--- src/iyfd_pkg.sv ---
// ----------------------------------------------------------------------------
// iyfd_pkg
// Shared widths, codes and types of the imu yaw frame decoder.
// ----------------------------------------------------------------------------
package iyfd_pkg;

  localparam int RESERVED_BYTES_DEF = 4;

  // field widths
  localparam int BYTE_W    = 8;
  localparam int TIME_W    = 32;
  localparam int REF_W     = 17;
  localparam int YAW_W     = 16;
  localparam int RAD_W     = 16;
  localparam int RATE_W    = 27;
  localparam int IN_DATA_W = 64;
  localparam int OUT_DATA_W = 96;

  // divider operands: |rad diff| * 1000 fits 26 bits
  localparam int MAG_W = 16;
  localparam int DVD_W = 26;
  localparam int DVS_W = TIME_W;

  // arithmetic constants
  localparam int QUARTER_PI_Q16 = 51472;
  localparam int ROUND_HALF     = 32768;
  localparam int RATE_SCALE     = 1000;
  localparam int CALIB_FRAMES   = 7;
  localparam int PROD_W         = 33;

  // mode codes
  localparam logic [1:0] MODE_BYTE   = 2'd0;
  localparam logic [1:0] MODE_RECAL  = 2'd1;
  localparam logic [1:0] MODE_SETREF = 2'd2;

  // configuration register indexes
  localparam logic CFG_SYNC_FIRST  = 1'b0;
  localparam logic CFG_SYNC_SECOND = 1'b1;

  localparam logic [BYTE_W-1:0] SYNC_FIRST_RST  = 8'h55;
  localparam logic [BYTE_W-1:0] SYNC_SECOND_RST = 8'h53;

  // completed frame from the parser
  typedef struct packed {
    logic             chk;
    logic             ok;
    logic [YAW_W-1:0] yaw;
  } iyfd_frame_t;

endpackage

--- src/iyfd_parser.sv ---
// ----------------------------------------------------------------------------
// iyfd_parser
// Byte-wise frame parser: header match, running sum, yaw capture, skip.
// ----------------------------------------------------------------------------
module iyfd_parser #(
  parameter int RESERVED_BYTES = iyfd_pkg::RESERVED_BYTES_DEF
) (
  input  logic                        clk,
  input  logic                        rst,
  input  logic                        accept,
  input  logic [1:0]                  mode,
  input  logic [iyfd_pkg::BYTE_W-1:0] rx_byte,
  input  logic                        chunk_last,
  input  logic [iyfd_pkg::BYTE_W-1:0] sync_first,
  input  logic [iyfd_pkg::BYTE_W-1:0] sync_second,
  output iyfd_pkg::iyfd_frame_t       frame
);
  import iyfd_pkg::*;

  localparam int PH_HDR1 = 0;
  localparam int PH_HDR2 = 1;
  localparam int PH_YAWL = 2 + RESERVED_BYTES;
  localparam int PH_YAWH = PH_YAWL + 1;
  localparam int PH_CHK  = PH_YAWL + 4;
  localparam int PH_W    = $clog2(PH_CHK + 1);

  logic [PH_W-1:0]   phase;
  logic [PH_W-1:0]   phase_eff;
  logic [BYTE_W-1:0] running_sum;
  logic [YAW_W-1:0]  yaw_bytes;
  logic              skip;
  logic              byte_take;

  // a phase past the checksum reads as waiting for the first header
  assign phase_eff = (phase > PH_W'(PH_CHK)) ? PH_W'(PH_HDR1) : phase;
  assign byte_take = accept && (mode == MODE_BYTE) && !skip;

  assign frame.chk = byte_take && (phase_eff == PH_W'(PH_CHK));
  assign frame.ok  = (running_sum == rx_byte);
  assign frame.yaw = yaw_bytes;

  always_ff @(posedge clk) begin
    if (rst) begin
      phase       <= PH_W'(PH_HDR1);
      running_sum <= '0;
      yaw_bytes   <= '0;
      skip        <= 1'b0;
    end else if (accept && (mode == MODE_BYTE)) begin
      if (skip) begin
        if (chunk_last) skip <= 1'b0;
      end else if (phase_eff == PH_W'(PH_HDR1)) begin
        if (rx_byte == sync_first) begin
          running_sum <= rx_byte;
          phase       <= PH_W'(PH_HDR2);
        end else begin
          phase <= PH_W'(PH_HDR1);
        end
      end else if (phase_eff == PH_W'(PH_HDR2)) begin
        if (rx_byte == sync_second) begin
          running_sum <= running_sum + rx_byte;
          phase       <= PH_W'(PH_HDR2 + 1);
        end else begin
          phase <= PH_W'(PH_HDR1);
        end
      end else if (phase_eff == PH_W'(PH_CHK)) begin
        phase <= PH_W'(PH_HDR1);
        if (!chunk_last) skip <= 1'b1;
      end else begin
        if (phase_eff == PH_W'(PH_YAWL)) yaw_bytes[7:0] <= rx_byte;
        if (phase_eff == PH_W'(PH_YAWH)) yaw_bytes[15:8] <= rx_byte;
        running_sum <= running_sum + rx_byte;
        phase       <= phase_eff + PH_W'(1);
      end
    end
  end

endmodule

--- src/iyfd_divider.sv ---
// ----------------------------------------------------------------------------
// iyfd_divider
// Bit-serial restoring divider, one quotient bit per cycle.
// ----------------------------------------------------------------------------
module iyfd_divider (
  input  logic                       clk,
  input  logic                       rst,
  input  logic                       start,
  input  logic [iyfd_pkg::DVD_W-1:0] dividend,
  input  logic [iyfd_pkg::DVS_W-1:0] divisor,
  output logic                       busy,
  output logic                       done,
  output logic [iyfd_pkg::DVD_W-1:0] quotient
);
  import iyfd_pkg::*;

  localparam int CNT_W = $clog2(DVD_W + 1);

  logic [DVD_W-1:0] acc;
  logic [DVS_W-1:0] rem;
  logic [CNT_W-1:0] cnt;
  logic [DVS_W:0]   trial;
  logic [DVS_W:0]   diff;

  assign trial    = {rem, acc[DVD_W-1]};
  assign diff     = trial - {1'b0, divisor};
  assign quotient = acc;

  always_ff @(posedge clk) begin
    if (rst) begin
      busy <= 1'b0;
      done <= 1'b0;
      cnt  <= '0;
    end else begin
      done <= 1'b0;
      if (start) begin
        acc  <= dividend;
        rem  <= '0;
        cnt  <= CNT_W'(DVD_W);
        busy <= 1'b1;
      end else if (busy) begin
        // quotient bits shift in behind the dividend bits
        if (trial >= {1'b0, divisor}) begin
          rem <= diff[DVS_W-1:0];
          acc <= {acc[DVD_W-2:0], 1'b1};
        end else begin
          rem <= trial[DVS_W-1:0];
          acc <= {acc[DVD_W-2:0], 1'b0};
        end
        cnt <= cnt - CNT_W'(1);
        if (cnt == CNT_W'(1)) begin
          busy <= 1'b0;
          done <= 1'b1;
        end
      end
    end
  end

endmodule

--- src/iyfd_tracker.sv ---
// ----------------------------------------------------------------------------
// iyfd_tracker
// Calibration, relative heading, yaw speed sequencer and result register.
// ----------------------------------------------------------------------------
module iyfd_tracker (
  input  logic                              clk,
  input  logic                              rst,
  input  logic                              accept,
  input  logic [1:0]                        mode,
  input  logic [iyfd_pkg::TIME_W-1:0]       time_ms,
  input  logic signed [iyfd_pkg::REF_W-1:0] new_reference,
  input  iyfd_pkg::iyfd_frame_t             frame,
  output logic                              idle,
  input  logic                              m_tready,
  output logic                              m_tvalid,
  output logic [iyfd_pkg::OUT_DATA_W-1:0]   m_tdata
);
  import iyfd_pkg::*;

  typedef enum logic [2:0] {
    ST_IDLE, ST_MUL, ST_RAD, ST_DIFF, ST_SCALE, ST_DSTART, ST_DIV, ST_EMIT
  } state_t;

  state_t state;

  logic                     ok_q;
  logic                     calib_pending;
  logic [2:0]               calib_seen;
  logic signed [REF_W-1:0]  reference_angle;
  logic signed [RAD_W-1:0]  previous_rad;
  logic [TIME_W-1:0]        previous_time;
  logic signed [RATE_W-1:0] held_rate;
  logic signed [YAW_W-1:0]  held_heading;

  logic [TIME_W-1:0]        time_q;
  logic signed [PROD_W-1:0] prod;
  logic signed [RAD_W-1:0]  rad_q;
  logic [TIME_W-1:0]        gap_q;
  logic                     hold_q;
  logic                     neg_q;
  logic [MAG_W-1:0]         mag_q;
  logic [DVD_W-1:0]         dvd_q;

  logic signed [REF_W-1:0]  nowyaw;
  logic [2:0]               seen_inc;
  logic signed [PROD_W-1:0] rnd;
  logic signed [REF_W-1:0]  rad_diff;
  logic signed [REF_W-1:0]  rad_abs;
  logic                     div_start;
  logic                     div_busy;
  logic                     div_done;
  logic [DVD_W-1:0]         div_q;

  assign nowyaw    = -(REF_W'($signed(frame.yaw)));
  assign seen_inc  = calib_seen + 3'd1;
  assign rnd       = prod + PROD_W'(ROUND_HALF);
  assign rad_diff  = REF_W'(rad_q) - REF_W'(previous_rad);
  assign rad_abs   = (rad_diff < 0) ? -rad_diff : rad_diff;
  assign div_start = (state == ST_DSTART);
  assign idle      = (state == ST_IDLE);

  iyfd_divider u_div (
    .clk      (clk),
    .rst      (rst),
    .start    (div_start),
    .dividend (dvd_q),
    .divisor  (gap_q),
    .busy     (div_busy),
    .done     (div_done),
    .quotient (div_q)
  );

  always_ff @(posedge clk) begin
    if (rst) begin
      state           <= ST_IDLE;
      m_tvalid        <= 1'b0;
      ok_q            <= 1'b0;
      calib_pending   <= 1'b1;
      calib_seen      <= '0;
      reference_angle <= '0;
      previous_rad    <= '0;
      previous_time   <= '0;
      held_rate       <= '0;
      held_heading    <= '0;
    end else begin
      if (m_tvalid && m_tready && (state != ST_EMIT)) m_tvalid <= 1'b0;
      case (state)
        ST_IDLE: begin
          if (accept && (mode == MODE_RECAL)) calib_pending <= 1'b1;
          if (accept && (mode == MODE_SETREF)) reference_angle <= new_reference;
          if (frame.chk) begin
            ok_q <= frame.ok;
            if (frame.ok && !calib_pending) begin
              held_heading <= YAW_W'(nowyaw - reference_angle);
              time_q       <= time_ms;
              state        <= ST_MUL;
            end else begin
              state <= ST_EMIT;
              if (frame.ok) begin
                if (seen_inc == 3'(CALIB_FRAMES)) begin
                  calib_pending   <= 1'b0;
                  reference_angle <= nowyaw;
                  calib_seen      <= '0;
                end else begin
                  calib_seen <= seen_inc;
                end
              end
            end
          end
        end
        ST_MUL: begin
          prod  <= PROD_W'(held_heading) * PROD_W'(QUARTER_PI_Q16);
          state <= ST_RAD;
        end
        ST_RAD: begin
          // round half up, then floor by the arithmetic shift
          rad_q  <= rnd[31:16];
          gap_q  <= time_q - previous_time;
          hold_q <= (previous_time == '0) || (time_q == previous_time) ||
                    (previous_rad == '0);
          state  <= ST_DIFF;
        end
        ST_DIFF: begin
          neg_q         <= (rad_diff < 0);
          mag_q         <= rad_abs[MAG_W-1:0];
          previous_rad  <= rad_q;
          previous_time <= time_q;
          state         <= hold_q ? ST_EMIT : ST_SCALE;
        end
        ST_SCALE: begin
          dvd_q <= DVD_W'(mag_q) * DVD_W'(RATE_SCALE);
          state <= ST_DSTART;
        end
        ST_DSTART: begin
          state <= ST_DIV;
        end
        ST_DIV: begin
          if (div_done) begin
            held_rate <= neg_q ? -(RATE_W'(div_q)) : RATE_W'(div_q);
            state     <= ST_EMIT;
          end
        end
        ST_EMIT: begin
          if (!m_tvalid || m_tready) begin
            m_tdata  <= {3'b000, previous_time, held_rate, previous_rad,
                         held_heading, calib_pending, ok_q};
            m_tvalid <= 1'b1;
            state    <= ST_IDLE;
          end
        end
        default: state <= ST_IDLE;
      endcase
    end
  end

  a_start_busy: assert property (@(posedge clk) disable iff (rst)
    div_start |=> div_busy)
    else $error("divider not busy after start");

  a_accept_idle: assert property (@(posedge clk) disable iff (rst)
    (state != ST_IDLE) |-> !accept)
    else $error("word accepted while a frame is in progress");

  a_calib_count: assert property (@(posedge clk) disable iff (rst)
    !calib_pending |-> (calib_seen == 3'd0))
    else $error("calibration count left over after reference latched");

endmodule

--- src/imu_yaw_frame_decoder.sv ---
// ----------------------------------------------------------------------------
// imu_yaw_frame_decoder
// A word that completes no frame is just taken. A checksum word goes to ST_EMIT
// directly when it is bad or calibration is pending, through ST_MUL, ST_RAD
// and ST_DIFF when the heading is updated with the yaw speed held, and on
// through ST_SCALE, ST_DSTART and the 26-step bit-serial divider otherwise.
// s_tready is low from a checksum word until its result is registered.
// Reset (rst, synchronous): parser waits for a header, calibration pending.
// ----------------------------------------------------------------------------
module imu_yaw_frame_decoder #(
  parameter int RESERVED_BYTES = iyfd_pkg::RESERVED_BYTES_DEF
) (
  input  logic                              clk,
  input  logic                              rst,
  // cfg write port
  input  logic                              cfg_we,
  input  logic                              cfg_index,
  input  logic [iyfd_pkg::BYTE_W-1:0]       cfg_data,
  // input stream
  input  logic                              s_tvalid,
  output logic                              s_tready,
  input  logic [iyfd_pkg::IN_DATA_W-1:0]    s_tdata,   // rx_byte, time_ms, new_reference
  input  logic [1:0]                        s_tuser,   // mode
  input  logic                              s_tlast,   // chunk_last
  // result stream
  output logic                              m_tvalid,
  input  logic                              m_tready,
  output logic [iyfd_pkg::OUT_DATA_W-1:0]   m_tdata    // checksum_ok, calibrating,
                                                       // heading_units, heading_rad_q13,
                                                       // yaw_rate_q13, update_time_ms
);
  import iyfd_pkg::*;

  logic [BYTE_W-1:0] sync_first;
  logic [BYTE_W-1:0] sync_second;
  logic              accept;
  logic              idle;
  iyfd_frame_t       frame;

  assign accept   = s_tvalid && s_tready;
  assign s_tready = idle;

  always_ff @(posedge clk) begin
    if (rst) begin
      sync_first  <= SYNC_FIRST_RST;
      sync_second <= SYNC_SECOND_RST;
    end else if (cfg_we) begin
      case (cfg_index)
        CFG_SYNC_FIRST:  sync_first  <= cfg_data;
        CFG_SYNC_SECOND: sync_second <= cfg_data;
        default: ;
      endcase
    end
  end

  iyfd_parser #(
    .RESERVED_BYTES (RESERVED_BYTES)
  ) u_parser (
    .clk         (clk),
    .rst         (rst),
    .accept      (accept),
    .mode        (s_tuser),
    .rx_byte     (s_tdata[7:0]),
    .chunk_last  (s_tlast),
    .sync_first  (sync_first),
    .sync_second (sync_second),
    .frame       (frame)
  );

  iyfd_tracker u_tracker (
    .clk           (clk),
    .rst           (rst),
    .accept        (accept),
    .mode          (s_tuser),
    .time_ms       (s_tdata[39:8]),
    .new_reference ($signed(s_tdata[56:40])),
    .frame         (frame),
    .idle          (idle),
    .m_tready      (m_tready),
    .m_tvalid      (m_tvalid),
    .m_tdata       (m_tdata)
  );

endmodule

--- config.mk ---
export PLATFORM = sky130hd
export DESIGN_NAME = imu_yaw_frame_decoder
export DESIGN_NICKNAME = d
export VERILOG_FILES = /design/src/iyfd_pkg.sv /design/src/iyfd_parser.sv /design/src/iyfd_divider.sv /design/src/iyfd_tracker.sv /design/src/imu_yaw_frame_decoder.sv
export SDC_FILE = /design/constraint.sdc
export NUM_CORES = 1
export LEC_CHECK = 0
export BUFFER_PORTS_ARGS = -buffer_cell sky130_fd_sc_hd__buf_2
export CAP_MARGIN = 40
export CORE_AREA = 4 4 314 316
export CTS_CLUSTER_SIZE = 10
export DETAILED_ROUTE_END_ITERATION = 6
export DIE_AREA = 0 0 318 320
export PLACE_DENSITY = 0.46
export SLEW_MARGIN = 20
export SYNTH_ARGS = -nofsm -noshare
export SYNTH_HDL_FRONTEND = slang
export SYNTH_HIERARCHICAL = 1
export SYNTH_SLANG_ARGS = --single-unit
--- constraint.sdc ---
create_clock -name clk -period 12.05 [get_ports clk]
set_input_delay 2.41 -clock clk [delete_from_list [all_inputs] [get_ports clk]]
set_output_delay 2.41 -clock clk [all_outputs]
set_load 0.005 [all_outputs]
# == Word-level counts from Yosys, hierarchy flattened ==
# Index checks and enable logic that the tools add are counted.
# op_classes
reduce_logical,41
magnitude_cmp,3
add_sub_neg,12
mul,2
n_eq_ne,26
bitwise_logic,8
mux,49
# ops
cell,n
two-way mux 17 bit,5
two-way mux 32 bit,2
subtractor 32 bit,2
two-way mux 26 bit,2
two-way mux 8 bit,5
greater-or-equal comparator 33 x 32 -> 1 bit,1
"adder 32 x 17 -> 32 bit, second input constant",1
equality test 32 bit,1
zero test 32 bit,1
"multiplier 16 x 13 -> 28 bit, second input constant",1
two-way mux 27 bit,1
negator 26 -> 27 bit,1
equality test 8 bit,3
case mux 3 bit (8 select lines),1
"multiplier 16 x 7 -> 23 bit, second input constant",1
AND reduction 2 bit,10
two-way mux 1 bit,19
"< comparator 17 x 1 -> 1 bit, second input constant",1
negator 16 -> 17 bit,1
subtractor 16 x 16 -> 17 bit,1
zero test 16 bit,1
two-way mux 16 bit,1
two-way mux 4 bit,4
negator 16 bit,1
other kinds (37),74
# word_totals
out_inout_bits,98
ff_bits,469
word_cells,174
inputBits,81

# == Longest topological paths before layout ==
# logic_depth
ltp_word,8
ltp_mapped,18

# == Cells and area by module ==
# Netlist, hierarchy kept.
# by_module_without_submodules
mod,cells_each,area_each_um2,seq_area_each_um2,instances
iyfd_tracker,1988,21057.7,9258.9,1
iyfd_divider,497,4804.6,1881.8,1
iyfd_parser,217,1925.6,580.6,1
imu_yaw_frame_decoder,68,689.4,320.3,1

# == Worst setup path after synthesis ==
# No wires, ideal clock.
# synth_timing
path_kind,input to register
from,in rst
to,"reg u_tracker/m_tdata[0] (netlist bit), enable pin"
required_ns,11.391
path_stages,3
setup_ns,0.659
path_slack_ns,2.339
arrival_ns,9.052
cell_sequence,clkbuf_1 > nand2b_1 > nor3_1
# synth_via
elab_chain_cells,2
# synth_lines
item,line,text
"start, declared",imu_yaw_frame_decoder.sv:14,"input logic rst,"
NOT 1 bit (no source line),-,
AND reduction 3 bit (no source line),-,
"end signal, assigned",iyfd_tracker.sv:145,"m_tdata <= {3'b000, previous_time, held_rate, previous_rad,"
"end, declared",iyfd_tracker.sv:16,output logic [iyfd_pkg::OUT_DATA_W-1:0] m_tdata
# Every way passes these cells.
# A chain may end at the register's enable or synchronous reset.

==> metrics.yaml <==
place.gp.congestion: 0.810
clk-insertion-delay-late_ns: 0.65
crit_chain: "buf_2 > ha_1 > nor4_1 > o21ai_0 > nor4_1 > nor2b_1 > nand3_1 > nor2_4 > buf_12"
relSlewSlack_pct: 46.9
hold_path_class: "reg2reg"
initial_core_util_pct: 29.7
path_max_fanout: 23
worst_pin_slew_ns: 0.796
dieArea_um2: 102000
ys_ff_latch: 457
arrival_ns: 5.70
postCtsResizedCells: 0
syn_inst: 2770
antenna_found_initial: 8
core.rowCount: 114
timing.max_cap.violations: 0
synth_edf_count: 289
grt.overflow.total: 0
cts_root_buffer: "clkbuf_16"
leakage_nw: 12.9
avgSynthCellArea_um2: 10.3
die_h_um: 320
drive_gt1_share_pct: 12.4
grt_max_degree: 72
nets: 3336
ys_async_sr_fraction_pct: 0
grt_pass1_wl_mm: 109
cp-end-kind: "flip-flop"
yosysTopAreaCellShare_pct: 30.5
hold_buffers: 0
hold_depth: 0
drtAntennaViolNets: 0
synth_area_leader_cell: "edfxtp_1"
wl_per_cell_um: 16.2
worstPathRequired_ns: 12.39
drt_iter0_drc: 1078
hold_violations: 0
slew_violations: 0
path_class: "in2reg"
die_w_um: 318
period_needed_ns: 5.36
peakVddDrop_mv: 0.111
synth_flop_cell: "edfxtp_1"
core-area_um2: 96000
synth_seq_area_share_pct: 42.3
fmax_ghz: 0.187
yosys_warnings: 6
num_vias: 19849
status: "complete, no violations"
layout_setup_ws_ns: 6.69
drtPass1Iterations: 5
port_buffers: 167
grtUsageTotal_pct: 13.2
drc: 0
drt_wl_total_mm: 68.8
grt_pass1_vias: 19599
fin_tns_setup_ns: 0
final_common_cell: "edfxtp_1"
holdWs_ns: 0.381
power.density_nw_per_um2: 121
cpMostUsedCell: "nor4_1"
synthToLayoutAreaGrowth_pct: 14.4
rsz0062_at_grt: "false"
post-place-ws_ns: 5.92
crit_slowest_cell: "nand3_1"
cts_setup_buffers: 0
fin_crit_sh_pct: 44.4
clk_pin_slew_ns: 0.05
ios: 179
netlist_top_cells_area: "edfxtp_1 30%, dfxtp_1 12%, ha_1 10%"
htree_levels: 2
cts.path.max_buffers: 3
tritoncts: "done"
reg2reg_depth: 15
final_cell_mix: "289 x edfxtp_1, 250 x inv_1, 238 x nand2_1, 235 x ha_1, 203 x a21oi_1"
cts_sinks: 457
crit_path_start_kind: "input port"
netlist_area_um2: 28500
numCtsBuffers: 56
final.setup_skew_ns: 0.0788
viasPerCell: 4.66
critical_path.max_stage_delay_ns: 0.59
dp_hpwl_mm: 51.4
setup_viol: 0
ys_types: 107
-- where the power goes --
part | switching [mW] | leakage [nW] | internal, mW
sequential | 0.0301 | 4.02 | 1.72
combinational | 0.324 | 7.97 | 0.238
clock | 0.670 | 0.868 | 0.977
-- cell usage after synthesis, drive strengths merged (11+ instances only) --
library cell and n:
or3 25, o211ai 18, o21bai 12, nand4 20, xor2 67, nor2 189
mux2i 33, a211oi 45, edfxtp 289, nand3 58, a31oi 24, o21a 33
o41ai 11, xnor2 153, ha 235, buf 30, dfxtp 168, and3 22
a21o 45, nor3 59, or2 11, o31ai 11, nor2b 25, nor4 31
fa 92, mux2 34, inv 250, a21oi 205, nand2 238, o21ai 108
clkbuf 71, and2 13, a221oi 17, nand2b 22
-- registers in the layout, summed over array words and instances (netlist names), 17 cells and up --
register	count
u_tracker/previous_time	32
u_tracker/held_rate	27
u_tracker/gap_q	32
u_tracker/time_q	32
u_tracker/dvd_q	23
u_tracker/u_div/rem	32
u_tracker/m_tdata	93
u_tracker/prod	17
u_tracker/u_div/quotient	26
-- final cells by class --
type	instances	area (um2)
Clock inverter	11	191
Multi-Input combinational cell	1966	15100
Fill cell	9749	63400
Inverter	251	942
Clock buffer	95	1620
Antenna cell	5	12.5
Sequential cell	457	12000
Tap cell	1276	1600
Timing Repair Buffer	196	1100
-- kinds of logic after synthesis --
group           synth area share [%]
simple gates                    12.8
compound gates                  13.8
flops                           42.3
buf+inv                         5.05
fa+ha+maj                       16.8
xor+xnor                        6.79
mux                             2.52
other cells                   0.0132
-- worst max-delay path: cells and delay by family --
family          cells  cell delay [ns]
fa+ha+maj           1             0.35
compound gates      1             0.15
buf+inv             2             0.41
simple gates        5             2.33
-- per-stage QoR --
step / area [um2] / total power, mW / util [%] / instances
after floorplan: 28500 / 2.21 / - / 2775
after CTS: 32500 / 4.04 / 33.9 / 4249
after global placement: 30700 / 2.34 / 31.9 / 4139
final: 32600 / 3.95 / 33.9 / 4257
after detailed placement: 30700 / 2.34 / 32.0 / 4143
after global routing: 32600 / 4.17 / 33.9 / 4252
-- metal layers --
metal	GRT usage [%]	share of wire, %
met5	0	0.023
met4	3.22	2.0
met3	2.80	5.5
met2	20.5	43
met1	18.8	50
-- path summary, 6_finish.rpt --
check	start	end	slack [ns]
min	u_tracker/held_rate[5]	u_tracker/m_tdata[39]	0.38
min reg2reg	u_tracker/held_rate[5]	u_tracker/m_tdata[39]	0.38
max reg2reg	u_tracker/held_heading[2]	u_tracker/prod[31]	6.88
max	s_tdata[1]	u_tracker/time_q[13]	6.69
No activity file was read; power rests on OpenSTA's default activity.
